`src/hdl/pcqbuf_pkg.sv`:
```
// ----------------------------------------------------------------------------
// pcqbuf_pkg
// Shared constants, codes and controller/datapath bundles for the per-class
// queue bank with urgent insertion at the front.
// ----------------------------------------------------------------------------
package pcqbuf_pkg;

   // Bank geometry
   localparam int NUM_QUEUES  = 32;
   localparam int QUEUE_DEPTH = 8;
   localparam int TAG_WIDTH   = 16;

   // Fixed port widths
   localparam int OP_W        = 1;
   localparam int QIDX_W      = 5;
   localparam int REQ_TAG_W   = 16;
   localparam int RSP_TAG_W   = 16;
   localparam int RSP_CNT_W   = 4;
   localparam int STATUS_W    = 2;

   // Derived widths
   localparam int SLOT_COUNT  = NUM_QUEUES * QUEUE_DEPTH;
   localparam int ADDR_W      = $clog2(SLOT_COUNT);
   localparam int PTR_W       = $clog2(QUEUE_DEPTH);
   localparam int CNT_W       = $clog2(QUEUE_DEPTH + 1);
   localparam int QSEL_W      = $clog2(NUM_QUEUES);
   localparam int ENTRY_W     = TAG_WIDTH + 1;

   typedef enum logic [OP_W-1:0] {
      OP_ADD = 1'b0,
      OP_POP = 1'b1
   } op_type;

   typedef enum logic [STATUS_W-1:0] {
      ST_ADDED  = 2'd0,
      ST_FULL   = 2'd1,
      ST_POPPED = 2'd2,
      ST_EMPTY  = 2'd3
   } status_type;

   typedef enum logic [1:0] {
      S_IDLE = 2'd0,
      S_EXEC = 2'd1,
      S_READ = 2'd2
   } state_type;

   // Commands from the controller to the datapath
   typedef struct packed {
      logic load;        // capture the request fields
      logic exec;        // update queue state and issue the memory access
      logic finish;      // present a result that needs no memory data
      logic finish_pop;  // present a popped entry from the memory read data
   } ctrl_cmd_type;

   // Status from the datapath to the controller
   typedef struct packed {
      logic pop_read;    // current item pops a real entry
   } dp_stat_type;

endpackage

```
`src/hdl/pcqbuf_ram.sv`:
```
// ----------------------------------------------------------------------------
// pcqbuf_ram
// Generic simple dual-port RAM: one write port, one read port with the read
// data registered.
// ----------------------------------------------------------------------------
module pcqbuf_ram #(
   parameter int WIDTH = 8,
   parameter int DEPTH = 16
) (
   input  logic                     clock,
   input  logic                     wr_en,
   input  logic [$clog2(DEPTH)-1:0] wr_addr,
   input  logic [WIDTH-1:0]         wr_data,
   input  logic                     rd_en,
   input  logic [$clog2(DEPTH)-1:0] rd_addr,
   output logic [WIDTH-1:0]         rd_data
);

   logic [WIDTH-1:0] mem_ff [DEPTH];
   logic [WIDTH-1:0] rd_data_ff;

   // Write and registered read
   always_ff @(posedge clock) begin
      if (wr_en) begin
         mem_ff[wr_addr] <= wr_data;
      end
      if (rd_en) begin
         rd_data_ff <= mem_ff[rd_addr];
      end
   end

   assign rd_data = rd_data_ff;

endmodule

```
`src/hdl/pcqbuf_dpath.sv`:
```
// ----------------------------------------------------------------------------
// pcqbuf_dpath
// Datapath: request capture, per-queue fill counts and head pointers, the
// entry memory (each queue a circular buffer) and the result registers.
// ----------------------------------------------------------------------------
module pcqbuf_dpath (
   input  logic                                clock,
   input  logic                                reset,
   input  pcqbuf_pkg::ctrl_cmd_type            cmd,
   output pcqbuf_pkg::dp_stat_type             stat,
   input  logic [pcqbuf_pkg::OP_W-1:0]         req_opcode,
   input  logic [pcqbuf_pkg::QIDX_W-1:0]       req_queue_index,
   input  logic [pcqbuf_pkg::REQ_TAG_W-1:0]    req_entry_tag,
   input  logic                                req_urgent,
   output logic                                rsp_strobe,
   output logic [pcqbuf_pkg::STATUS_W-1:0]     rsp_status,
   output logic [pcqbuf_pkg::RSP_TAG_W-1:0]    rsp_head_tag,
   output logic                                rsp_head_urgent,
   output logic [pcqbuf_pkg::RSP_CNT_W-1:0]    rsp_queue_count
);
   import pcqbuf_pkg::*;

   // Captured request
   op_type                 op_ff;
   logic [QIDX_W-1:0]      q_ff;
   logic [TAG_WIDTH-1:0]   tag_ff;
   logic                   urg_ff;

   // Per-queue state
   logic [CNT_W-1:0]       count_ff [NUM_QUEUES];
   logic [PTR_W-1:0]       head_ff  [NUM_QUEUES];

   // Result registers
   logic                   strobe_ff;
   status_type             status_ff;
   logic [RSP_TAG_W-1:0]   head_tag_ff;
   logic                   head_urg_ff;
   logic [RSP_CNT_W-1:0]   count_out_ff;

   logic                   in_range;
   logic [QSEL_W-1:0]      sel;
   logic [CNT_W-1:0]       cur_cnt;
   logic [PTR_W-1:0]       cur_head;
   logic                   is_full;
   logic                   is_empty;
   logic                   do_add;
   logic                   do_pop;
   logic [PTR_W-1:0]       head_dec;
   logic [PTR_W-1:0]       head_inc;
   logic [PTR_W:0]         tail_sum;
   logic [PTR_W-1:0]       tail_ptr;
   logic [PTR_W-1:0]       slot;
   logic [ADDR_W-1:0]      mem_addr;
   logic [CNT_W-1:0]       new_cnt;
   status_type             new_status;
   logic [ENTRY_W-1:0]     rd_entry;

   // Capture the request at acceptance
   always_ff @(posedge clock) begin
      if (cmd.load) begin
         op_ff  <= op_type'(req_opcode);
         q_ff   <= req_queue_index;
         tag_ff <= TAG_WIDTH'(req_entry_tag);
         urg_ff <= req_urgent;
      end
   end

   // Look up the addressed queue
   assign in_range = 32'(q_ff) < NUM_QUEUES;
   assign sel      = QSEL_W'(q_ff);
   assign cur_cnt  = in_range ? count_ff[sel] : '0;
   assign cur_head = in_range ? head_ff[sel]  : '0;
   assign is_full  = cur_cnt == CNT_W'(QUEUE_DEPTH);
   assign is_empty = cur_cnt == '0;
   assign do_add   = in_range && (op_ff == OP_ADD) && !is_full;
   assign do_pop   = in_range && (op_ff == OP_POP) && !is_empty;

   assign stat.pop_read = do_pop;

   // Circular pointer arithmetic
   always_comb begin
      head_dec = (cur_head == '0) ? PTR_W'(QUEUE_DEPTH - 1) : cur_head - PTR_W'(1);
      head_inc = (cur_head == PTR_W'(QUEUE_DEPTH - 1)) ? '0 : cur_head + PTR_W'(1);
      tail_sum = {1'b0, cur_head} + (PTR_W + 1)'(cur_cnt);
      tail_ptr = (tail_sum >= (PTR_W + 1)'(QUEUE_DEPTH))
               ? PTR_W'(tail_sum - (PTR_W + 1)'(QUEUE_DEPTH))
               : PTR_W'(tail_sum);
      if (op_ff == OP_POP) begin
         slot = cur_head;
      end else if (urg_ff) begin
         slot = head_dec;
      end else begin
         slot = tail_ptr;
      end
      mem_addr = ADDR_W'(sel) * ADDR_W'(QUEUE_DEPTH) + ADDR_W'(slot);
   end

   // Result status and count after the operation
   always_comb begin
      new_cnt = cur_cnt;
      if (do_add) begin
         new_cnt = cur_cnt + CNT_W'(1);
      end else if (do_pop) begin
         new_cnt = cur_cnt - CNT_W'(1);
      end
      if (op_ff == OP_ADD) begin
         new_status = do_add ? ST_ADDED : ST_FULL;
      end else begin
         new_status = do_pop ? ST_POPPED : ST_EMPTY;
      end
   end

   // Advance count and head pointer of the addressed queue
   always_ff @(posedge clock) begin
      if (reset) begin
         for (int i = 0; i < NUM_QUEUES; i++) begin
            count_ff[i] <= '0;
            head_ff[i]  <= '0;
         end
      end else if (cmd.exec && (do_add || do_pop)) begin
         count_ff[sel] <= new_cnt;
         if (do_pop) begin
            head_ff[sel] <= head_inc;
         end else if (urg_ff) begin
            head_ff[sel] <= head_dec;
         end
      end
   end

   // Entry memory: urgent flag above the tag
   pcqbuf_ram #(
      .WIDTH (ENTRY_W),
      .DEPTH (SLOT_COUNT)
   ) u_entry_ram (
      .clock   (clock),
      .wr_en   (cmd.exec && do_add),
      .wr_addr (mem_addr),
      .wr_data ({urg_ff, tag_ff}),
      .rd_en   (cmd.exec && do_pop),
      .rd_addr (mem_addr),
      .rd_data (rd_entry)
   );

   // Result strobe
   always_ff @(posedge clock) begin
      if (reset) begin
         strobe_ff <= 1'b0;
      end else begin
         strobe_ff <= cmd.finish || cmd.finish_pop;
      end
   end

   // Result payload: status and count at execute, entry from the read data
   always_ff @(posedge clock) begin
      if (cmd.exec) begin
         status_ff    <= new_status;
         count_out_ff <= RSP_CNT_W'(new_cnt);
         head_tag_ff  <= '0;
         head_urg_ff  <= 1'b0;
      end else if (cmd.finish_pop) begin
         head_tag_ff  <= RSP_TAG_W'(rd_entry[TAG_WIDTH-1:0]);
         head_urg_ff  <= rd_entry[ENTRY_W-1];
      end
   end

   assign rsp_strobe      = strobe_ff;
   assign rsp_status      = status_ff;
   assign rsp_head_tag    = head_tag_ff;
   assign rsp_head_urgent = head_urg_ff;
   assign rsp_queue_count = count_out_ff;

endmodule

```
`src/hdl/pcqbuf_ctrl.sv`:
```
// ----------------------------------------------------------------------------
// pcqbuf_ctrl
// Controller: sequences accept, execute and, for a pop that finds an entry,
// the memory read state.
// ----------------------------------------------------------------------------
module pcqbuf_ctrl (
   input  logic                      clock,
   input  logic                      reset,
   input  logic                      start,
   output logic                      busy,
   input  pcqbuf_pkg::dp_stat_type   stat,
   output pcqbuf_pkg::ctrl_cmd_type  cmd
);
   import pcqbuf_pkg::*;

   state_type state_ff;
   state_type state_in;

   // State register
   always_ff @(posedge clock) begin
      if (reset) begin
         state_ff <= S_IDLE;
      end else begin
         state_ff <= state_in;
      end
   end

   // Next state and commands
   always_comb begin
      state_in = state_ff;
      cmd      = '0;
      busy     = 1'b1;
      case (state_ff)
         S_IDLE: begin
            busy = 1'b0;
            if (start) begin
               cmd.load = 1'b1;
               state_in = S_EXEC;
            end
         end
         S_EXEC: begin
            cmd.exec = 1'b1;
            if (stat.pop_read) begin
               state_in = S_READ;
            end else begin
               cmd.finish = 1'b1;
               state_in   = S_IDLE;
            end
         end
         S_READ: begin
            cmd.finish_pop = 1'b1;
            state_in       = S_IDLE;
         end
         default: begin
            state_in = S_IDLE;
         end
      endcase
   end

endmodule

```
`src/hdl/per_class_queue_bank_urgent_front_core.sv`:
```
// ----------------------------------------------------------------------------
// per_class_queue_bank_urgent_front_core
// Bank of bounded per-class queues with add-at-tail, urgent add-at-head and
// pop-head operations, one status result per operation.
// ----------------------------------------------------------------------------
// An operation is taken when start is high and busy is low. An add, a refused
// add, an empty pop or any operation on a queue beyond the bank passes through
// accept and execute; a pop that returns an entry adds a read state for the
// registered read of the entry memory. The result appears on the rsp_ ports
// for exactly one cycle with rsp_strobe high, in the first cycle busy is low
// again; the receiver cannot stall it, so it must take every result as it
// comes. Each queue is a circular buffer in one shared entry memory; of the
// queue state, only the fill counts and head pointers are cleared by reset.
module per_class_queue_bank_urgent_front_core (
   input  logic                                clock,
   input  logic                                reset,
   input  logic                                start,
   output logic                                busy,
   input  logic [pcqbuf_pkg::OP_W-1:0]         req_opcode,
   input  logic [pcqbuf_pkg::QIDX_W-1:0]       req_queue_index,
   input  logic [pcqbuf_pkg::REQ_TAG_W-1:0]    req_entry_tag,
   input  logic                                req_urgent,
   output logic                                rsp_strobe,
   output logic [pcqbuf_pkg::STATUS_W-1:0]     rsp_status,
   output logic [pcqbuf_pkg::RSP_TAG_W-1:0]    rsp_head_tag,
   output logic                                rsp_head_urgent,
   output logic [pcqbuf_pkg::RSP_CNT_W-1:0]    rsp_queue_count
);
   import pcqbuf_pkg::*;

   ctrl_cmd_type cmd;
   dp_stat_type  stat;

   pcqbuf_ctrl u_ctrl (
      .clock (clock),
      .reset (reset),
      .start (start),
      .busy  (busy),
      .stat  (stat),
      .cmd   (cmd)
   );

   pcqbuf_dpath u_dpath (
      .clock           (clock),
      .reset           (reset),
      .cmd             (cmd),
      .stat            (stat),
      .req_opcode      (req_opcode),
      .req_queue_index (req_queue_index),
      .req_entry_tag   (req_entry_tag),
      .req_urgent      (req_urgent),
      .rsp_strobe      (rsp_strobe),
      .rsp_status      (rsp_status),
      .rsp_head_tag    (rsp_head_tag),
      .rsp_head_urgent (rsp_head_urgent),
      .rsp_queue_count (rsp_queue_count)
   );

   // A result only shows once the block is free again
   a_strobe_idle: assert property (@(posedge clock) disable iff (reset)
      rsp_strobe |-> !busy)
      else $error("result strobe while busy");

   // An accepted item keeps the block busy in the next cycle
   a_accept_busy: assert property (@(posedge clock) disable iff (reset)
      (start && !busy) |=> (busy && !rsp_strobe))
      else $error("accepted item did not occupy the block");

   // Only a pop carries entry data
   a_no_payload: assert property (@(posedge clock) disable iff (reset)
      (rsp_strobe && (rsp_status != ST_POPPED)) |->
         ((rsp_head_tag == '0) && (rsp_head_urgent == 1'b0)))
      else $error("entry data on a result that is not a pop");

   // A successful add leaves at least one entry
   a_add_count: assert property (@(posedge clock) disable iff (reset)
      (rsp_strobe && (rsp_status == ST_ADDED)) |-> (rsp_queue_count != '0))
      else $error("add reported an empty queue");

   // An empty pop reports zero entries
   a_empty_count: assert property (@(posedge clock) disable iff (reset)
      (rsp_strobe && (rsp_status == ST_EMPTY)) |-> (rsp_queue_count == '0))
      else $error("empty pop reported entries");

endmodule

```
`config.mk`:
```
export PLATFORM = sky130hd
export DESIGN_NAME = per_class_queue_bank_urgent_front_core
export DESIGN_NICKNAME = d
export VERILOG_FILES = /design/src/hdl/pcqbuf_pkg.sv /design/src/hdl/pcqbuf_ram.sv /design/src/hdl/pcqbuf_dpath.sv /design/src/hdl/pcqbuf_ctrl.sv /design/src/hdl/per_class_queue_bank_urgent_front_core.sv
export SDC_FILE = /design/constraint.sdc
export NUM_CORES = 2
export LEC_CHECK = 0
export ABC_AREA = 0
export BUFFER_PORTS_ARGS = -buffer_cell sky130_fd_sc_hd__buf_2
export CORE_ASPECT_RATIO = 1.1
export CORE_UTILIZATION = 45
export DETAILED_ROUTE_END_ITERATION = 8
export GPL_TIMING_DRIVEN = 1
export SYNTH_ARGS = -nofsm -noshare
export SYNTH_HDL_FRONTEND = slang
export SYNTH_HIERARCHICAL = 1
export SYNTH_MEMORY_MAX_BITS = 65536
export SYNTH_SLANG_ARGS = --single-unit
export TNS_END_PERCENT = 1
```
`constraint.sdc`:
```
create_clock -name clock -period 16.9 [get_ports clock]
set_input_delay 5.07 -clock clock [delete_from_list [all_inputs] [get_ports clock]]
set_output_delay 5.07 -clock clock [all_outputs]
set_load 0.02 [all_outputs]
```
-- After elaboration in Yosys (flattened, before gate mapping)
Memories as Yosys holds them, arrays and structs flattened. A register that Yosys moved wholly into a read port is not among the register bits.
Cells that the tools add are included.
- register bits after elaboration: 49
- RAM bits: 4576
- input port bits: 26
- logic and storage cells: 86
- memories kept: 3
- $add $sub $neg: 7
- magnitude comparators: 1
- eq/ne operators: 5
- muxes and demuxes: 44
- bitwise logic cells: 2
- reduce and logical (&&, ||, !) cells: 14
- memories (memory ; depth ; bits a word ; rd ports ; clocked after Yosys merged registers in ; write ports ; RTL line ; text):
    u_dpath.u_entry_ram.mem_ff ; 256 ; 17 ; 1 ; 1 ; 1 ; pcqbuf_ram.sv:19 ; logic [WIDTH-1:0] mem_ff [DEPTH];
    u_dpath.count_ff ; 32 ; 4 ; 1 ; 1 ; 32 ; pcqbuf_dpath.sv:30 ; logic [CNT_W-1:0] count_ff [NUM_QUEUES];
    u_dpath.head_ff ; 32 ; 3 ; 1 ; 1 ; 32 ; pcqbuf_dpath.sv:31 ; logic [PTR_W-1:0] head_ff [NUM_QUEUES];
- operators with widths (operator ; number):
    two-way mux 1 bit ; 25
    two-way mux 3 bit ; 7
    two-way mux 5 bit ; 4
    two-way mux 4 bit ; 3
    adder 8 x 3 -> 8 bit ; 1
    two-way mux 2 bit ; 4
    subtractor 3 x 1 -> 3 bit, second input constant ; 2
    logical AND 1 bit ; 5
    adder 3 x 4 -> 4 bit ; 1
    adder 4 x 1 -> 4 bit, second input constant ; 1
    equality test 4 bit, second input constant ; 1
    greater-or-equal comparator 4 bit, second input constant ; 1
    logical NOT 4 bit ; 1
    case mux 2 bit (2 select lines) ; 1
    OR reduction 4 bit ; 1
    subtractor 4 x 1 -> 4 bit, second input constant ; 1
    adder 3 x 1 -> 3 bit, second input constant ; 1
    equality test 3 bit, second input constant ; 1
    logical NOT 3 bit ; 1
    OR reduction 3 bit ; 1
    equality test 2 x 1 -> 1 bit, second input constant ; 1
    equality test 2 bit, second input constant ; 1
    logical NOT 1 bit ; 2
    logical NOT 2 bit ; 1
    other kinds (4) ; 5

-- Depth between registers and ports, before layout
- depth after elaboration: 12
- gate-level depth with buffers: 26
- depth with buffers taken out: 18

-- By module
Netlist, hierarchy kept.
- modules (own cells, without submodules) (module ; times used ; cells an instance ; area an instance (um2) ; seq. area each (um2)):
    pcqbuf_ram ; 1 ; 7797 ; 169874.2 ; 131195.8
    pcqbuf_dpath ; 1 ; 979 ; 12847.3 ; 8057.7
    pcqbuf_ctrl ; 1 ; 9 ; 106.4 ; 40.0

-- Least setup slack after synthesis
OpenSTA, ideal clock, no wires.
- kind: in2reg
- from: input start
- to: register with a tool-made name
- arrival time: 7633 ps
- required time: 16779 ps
- setup slack: 9146 ps
- stages on the path: 2
- path buffers: 0
- cells stage by stage: nor3b_1 -> mux2_2
- RTL lines (item ; RTL line ; text):
    start: declaration ; per_class_queue_bank_urgent_front_core.sv:17 ; input logic start,

==> impl_metrics.toml <==
[worst_setup_path]
cpMaxStageDelayCell = "a31oi_1"
crit_arrival_ns = 10.21
critPathKind = "register to register"
cp_data_required_time_ns = 17.65
crit_chain = "buf_4 > mux4_2 > mux4_2 > mux2_2 > inv_1 > ha_1 > ha_1 > or3_1 > o21ai_0 > o21ai_4 > buf_12 > buf_12 > buf_4 > mux4_2 > mux4_2 > a22o_1 > a31oi_1 > a22oi_1 > and3_1"
end_kind = "register"
critPathMostFrequentCell = "mux4_2"
path_max_fanout = 111
rrSetupSlack_ns = 7.44
r2r-end = "u_dpath/u_entry_ram/rd_data[11]"
startpoint_type = "register"
reg2reg_depth = 19
cp_slowest_stage_delay_ns = 0.82

[synthesis]
netlist_instances = 8785
synth_cell_types = 92
synth-main-ff-cell = "edfxtp_1"
syn-num-nets = 8819
muxShareOfSynthArea = 0.155
ys_async_sr_fraction = 0
synth_compound_gate_area_share = 0.0299
synth_top_family_by_area = "multiplexers"
yosys_register_bits = 4647
ys_warn_count = 6
synth-xor-area-share = 0.000144
synth-edff-count = 4622
synthAdderAreaFrac = 0.000589
yosys.area_share.simple = 0.0299
avgSynthCellArea_um2 = 20.8
synth-seq-area-share = 0.762
netlist_area_mm2 = 0.183

[global_routing]
grt.overflow.total = 0
grt_usage = 0.245
grt_first_pass_wirelength_mm = 714
antenna_found_initial = 30
grt_pass1_vias = 91700
grt_max_degree = 190

[pwr]
p_total_mw = 27.7
powerDensity_mw_per_mm2 = 136
p_switching_mw = 7.48
power.leakage_nw = 63.8
clockPowerShare = 0.361
swShare = 0.270
intPower_mw = 20.2
power_frac_comb = 0.178
seqPwrFrac = 0.461
vdd_drop_max_mv = 0.0928

[sta]
hold_violations = 0
finalSetupViolCount = 0
worst_pin_slew_ns = 1.42
max_slew_margin = 0.0433
worst_clock_skew_ns = 0.0700
fin_tns_setup_ns = 0
whs_ns = 0.487
rsz0062_at_grt = "no"
fmax_mhz = 106
period_share = 0.560
layout_min_cycle_time_ns = 9.46
slew_violations = 0

[detailed_routing]
vias = 92600
first_pass_iters = 7
drcViolationCount = 0
postRouteAntennaNets = 0
viasPerCell = 6.26
routed_wl_mm = 507
drtIter0Drc = 12300
wl_per_cell_um = 34.3

[clock_tree]
cts.clk_slew.worst_paths_ns = 0.06
cts_buffer_depth = 4
clock_latency_ns = 1.02
clockRootBuffer = "clkbuf_16"
clock-sinks = 4647
cts_tree = "built"
postCtsSetupRepairBufs = 0
h-tree-depth = 5
ctsResizeCount = 0
hold_buffers = 0
cts_buffers = 456

[floorplanning]
num_io_pins = 51
start_util = 0.452
core_mm2 = 0.405
die_w_um = 610
fp.dieH_um = 671
die_area_mm2 = 0.409
core.rowCount = 245

[cells_and_area]
drive_gt1_frac = 0.239
layout_common_cells = "edfxtp_1 (4,622), mux4_2 (941), mux2i_1 (564)"
seqCellArea_mm2 = 0.139
fin_nets = 9107
areaGrowthSynthToFinish_pct = 11.5
multi_input_area_mm2 = 0.0403
final_common_cell = "edfxtp_1"
fillers = 32000

[min_path]
hold_depth = 2
whs_endpoint = "u_dpath/rsp_head_tag[5]"
hp-class = "register to register"
hold_start = "u_dpath/u_entry_ram/rd_data[5]"

[placed_design]
hpwl_mm = 306
portBuffers = 50
gp_congestion = 0.960

[status]
status = "finished clean"

[job]
maxCapViolCount = 0
synthesized netlist by cell type (8+ instances only):
library cell / instances / share of area
o21ai_1: 9 / 0.00025
clkbuf_1: 198 / 0.0041
clkbuf_8: 12 / 0.00090
nor3b_1: 10 / 0.00041
nor4_1: 14 / 0.00048
a211oi_1: 18 / 0.00074
nor3_1: 207 / 0.0057
and3_1: 15 / 0.00051
nand4_1: 22 / 0.00075
a21oi_1: 148 / 0.0041
a22oi_1: 46 / 0.0019
buf_12: 44 / 0.0048
inv_1: 17 / 0.00035
o21ai_0: 49 / 0.0013
a22o_1: 14 / 0.00067
buf_1: 50 / 0.0010
buf_4: 41 / 0.0017
nand3_1: 74 / 0.0020
buf_8: 30 / 0.0025
nand2b_1: 38 / 0.0013
mux2i_1: 565 / 0.031
o21bai_1: 33 / 0.0014
o221ai_1: 135 / 0.0065
o22a_1: 12 / 0.00057
o311a_1: 14 / 0.00077
buf_2: 116 / 0.0032
mux4_2: 941 / 0.12
buf_6: 58 / 0.0036
nor2b_1: 20 / 0.00068
mux2_2: 31 / 0.0019
nor2_1: 457 / 0.0094
a31oi_1: 16 / 0.00055
mux4_1: 46 / 0.0066
edfxtp_1: 4622 / 0.76
nand2_1: 270 / 0.0055
o22ai_1: 186 / 0.0064
dfxtp_1: 25 / 0.0027
or3_1: 16 / 0.00055
a32oi_1: 9 / 0.00043
o311ai_0: 13 / 0.00062
nand3b_1: 8 / 0.00033
routing by layer:
| layer | up-vias | global-route usage | routed length, µm |
|---|---|---|---|
| li1 | 37300 | - | - |
| met3 | 945 | 0.0509 | 49200 |
| met4 | 14 | 0.0928 | 22000 |
| met5 | - | 0 | 100 |
| met2 | 4844 | 0.387 | 240000 |
| met1 | 49500 | 0.338 | 196000 |
power by group through the flow:
stage | combinational, mW | clock, mW | sequential, mW
floorplan | 3.36 | 0 | 13.1
global placement | 4.90 | 0 | 13.0
detailed placement | 4.92 | 0 | 13.0
CTS | 4.93 | 10.1 | 12.8
global route | 5.13 | 10.6 | 12.8
finish | 4.94 | 9.99 | 12.8
registers in the layout, summed over array words and instances (netlist names), 2 cells and up, named ones only:
| register | count |
|---|---|
| u_dpath/u_entry_ram/mem_ff | 4352 |
| u_dpath/count_ff | 128 |
| u_dpath/head_ff | 96 |
| u_dpath/u_entry_ram/rd_data | 17 |
| u_dpath/rsp_head_tag | 16 |
| u_dpath/tag_ff | 16 |
| u_dpath/q_ff | 5 |
| u_dpath/rsp_queue_count | 4 |
| u_ctrl/state_ff | 2 |
| u_dpath/rsp_status | 2 |
kinds of logic after synthesis:
kind of cell,after synthesis
buf+inv,570
xor+xnor,3
fa+ha+maj,8
flops,4647
compound gates,774
simple gates,1200
mux,1583
how the worst max path moves through the flow:
stage	startpoint	end	slack [ns]
after floorplan	start	register	9.15
after global placement	register	u_dpath/u_entry_ram/rd_data[12]	7.32
after detailed placement	register	u_dpath/u_entry_ram/rd_data[12]	7.31
after CTS	register	u_dpath/u_entry_ram/rd_data[12]	7.29
after global routing	register	u_dpath/u_entry_ram/rd_data[11]	6.99
final	register	u_dpath/u_entry_ram/rd_data[11]	7.44
stage by stage:
| step | cell area [µm²] | utilization | worst slack [ns] | instances |
|---|---|---|---|---|
| after global routing | 204000 | 0.504 | 6.99 | 14800 |
| after CTS | 204000 | 0.504 | 7.29 | 14800 |
| after detailed placement | 189000 | 0.468 | 7.31 | 13900 |
| final | 204000 | 0.504 | 7.44 | 14800 |
| after global placement | 189000 | 0.468 | 7.32 | 13900 |
| after floorplan | 183000 | - | 9.15 | 8785 |
layout make-up:
type | instances | share of cell area
diodes | 21 | 0.000258
clock buffers | 568 | 0.0586
clock inverters | 284 | 0.0133
inverters | 18 | 0.000399
multi-input cells | 3568 | 0.197
flip-flops and latches | 4647 | 0.683
well taps | 5310 | 0.0326
repair buffers | 382 | 0.0144
critical path: cells and delay by family, from the launching register on:
family,cells,cell delay [ns]
muxes,5,2.59
buffers and inverters,5,2.57
AOI/OAI and AO/OA,5,2.06
DFF,1,0.55
and+or+nand+nor,2,0.52
adders and majority gates,2,0.31
(Power assumes the default switching activity.)
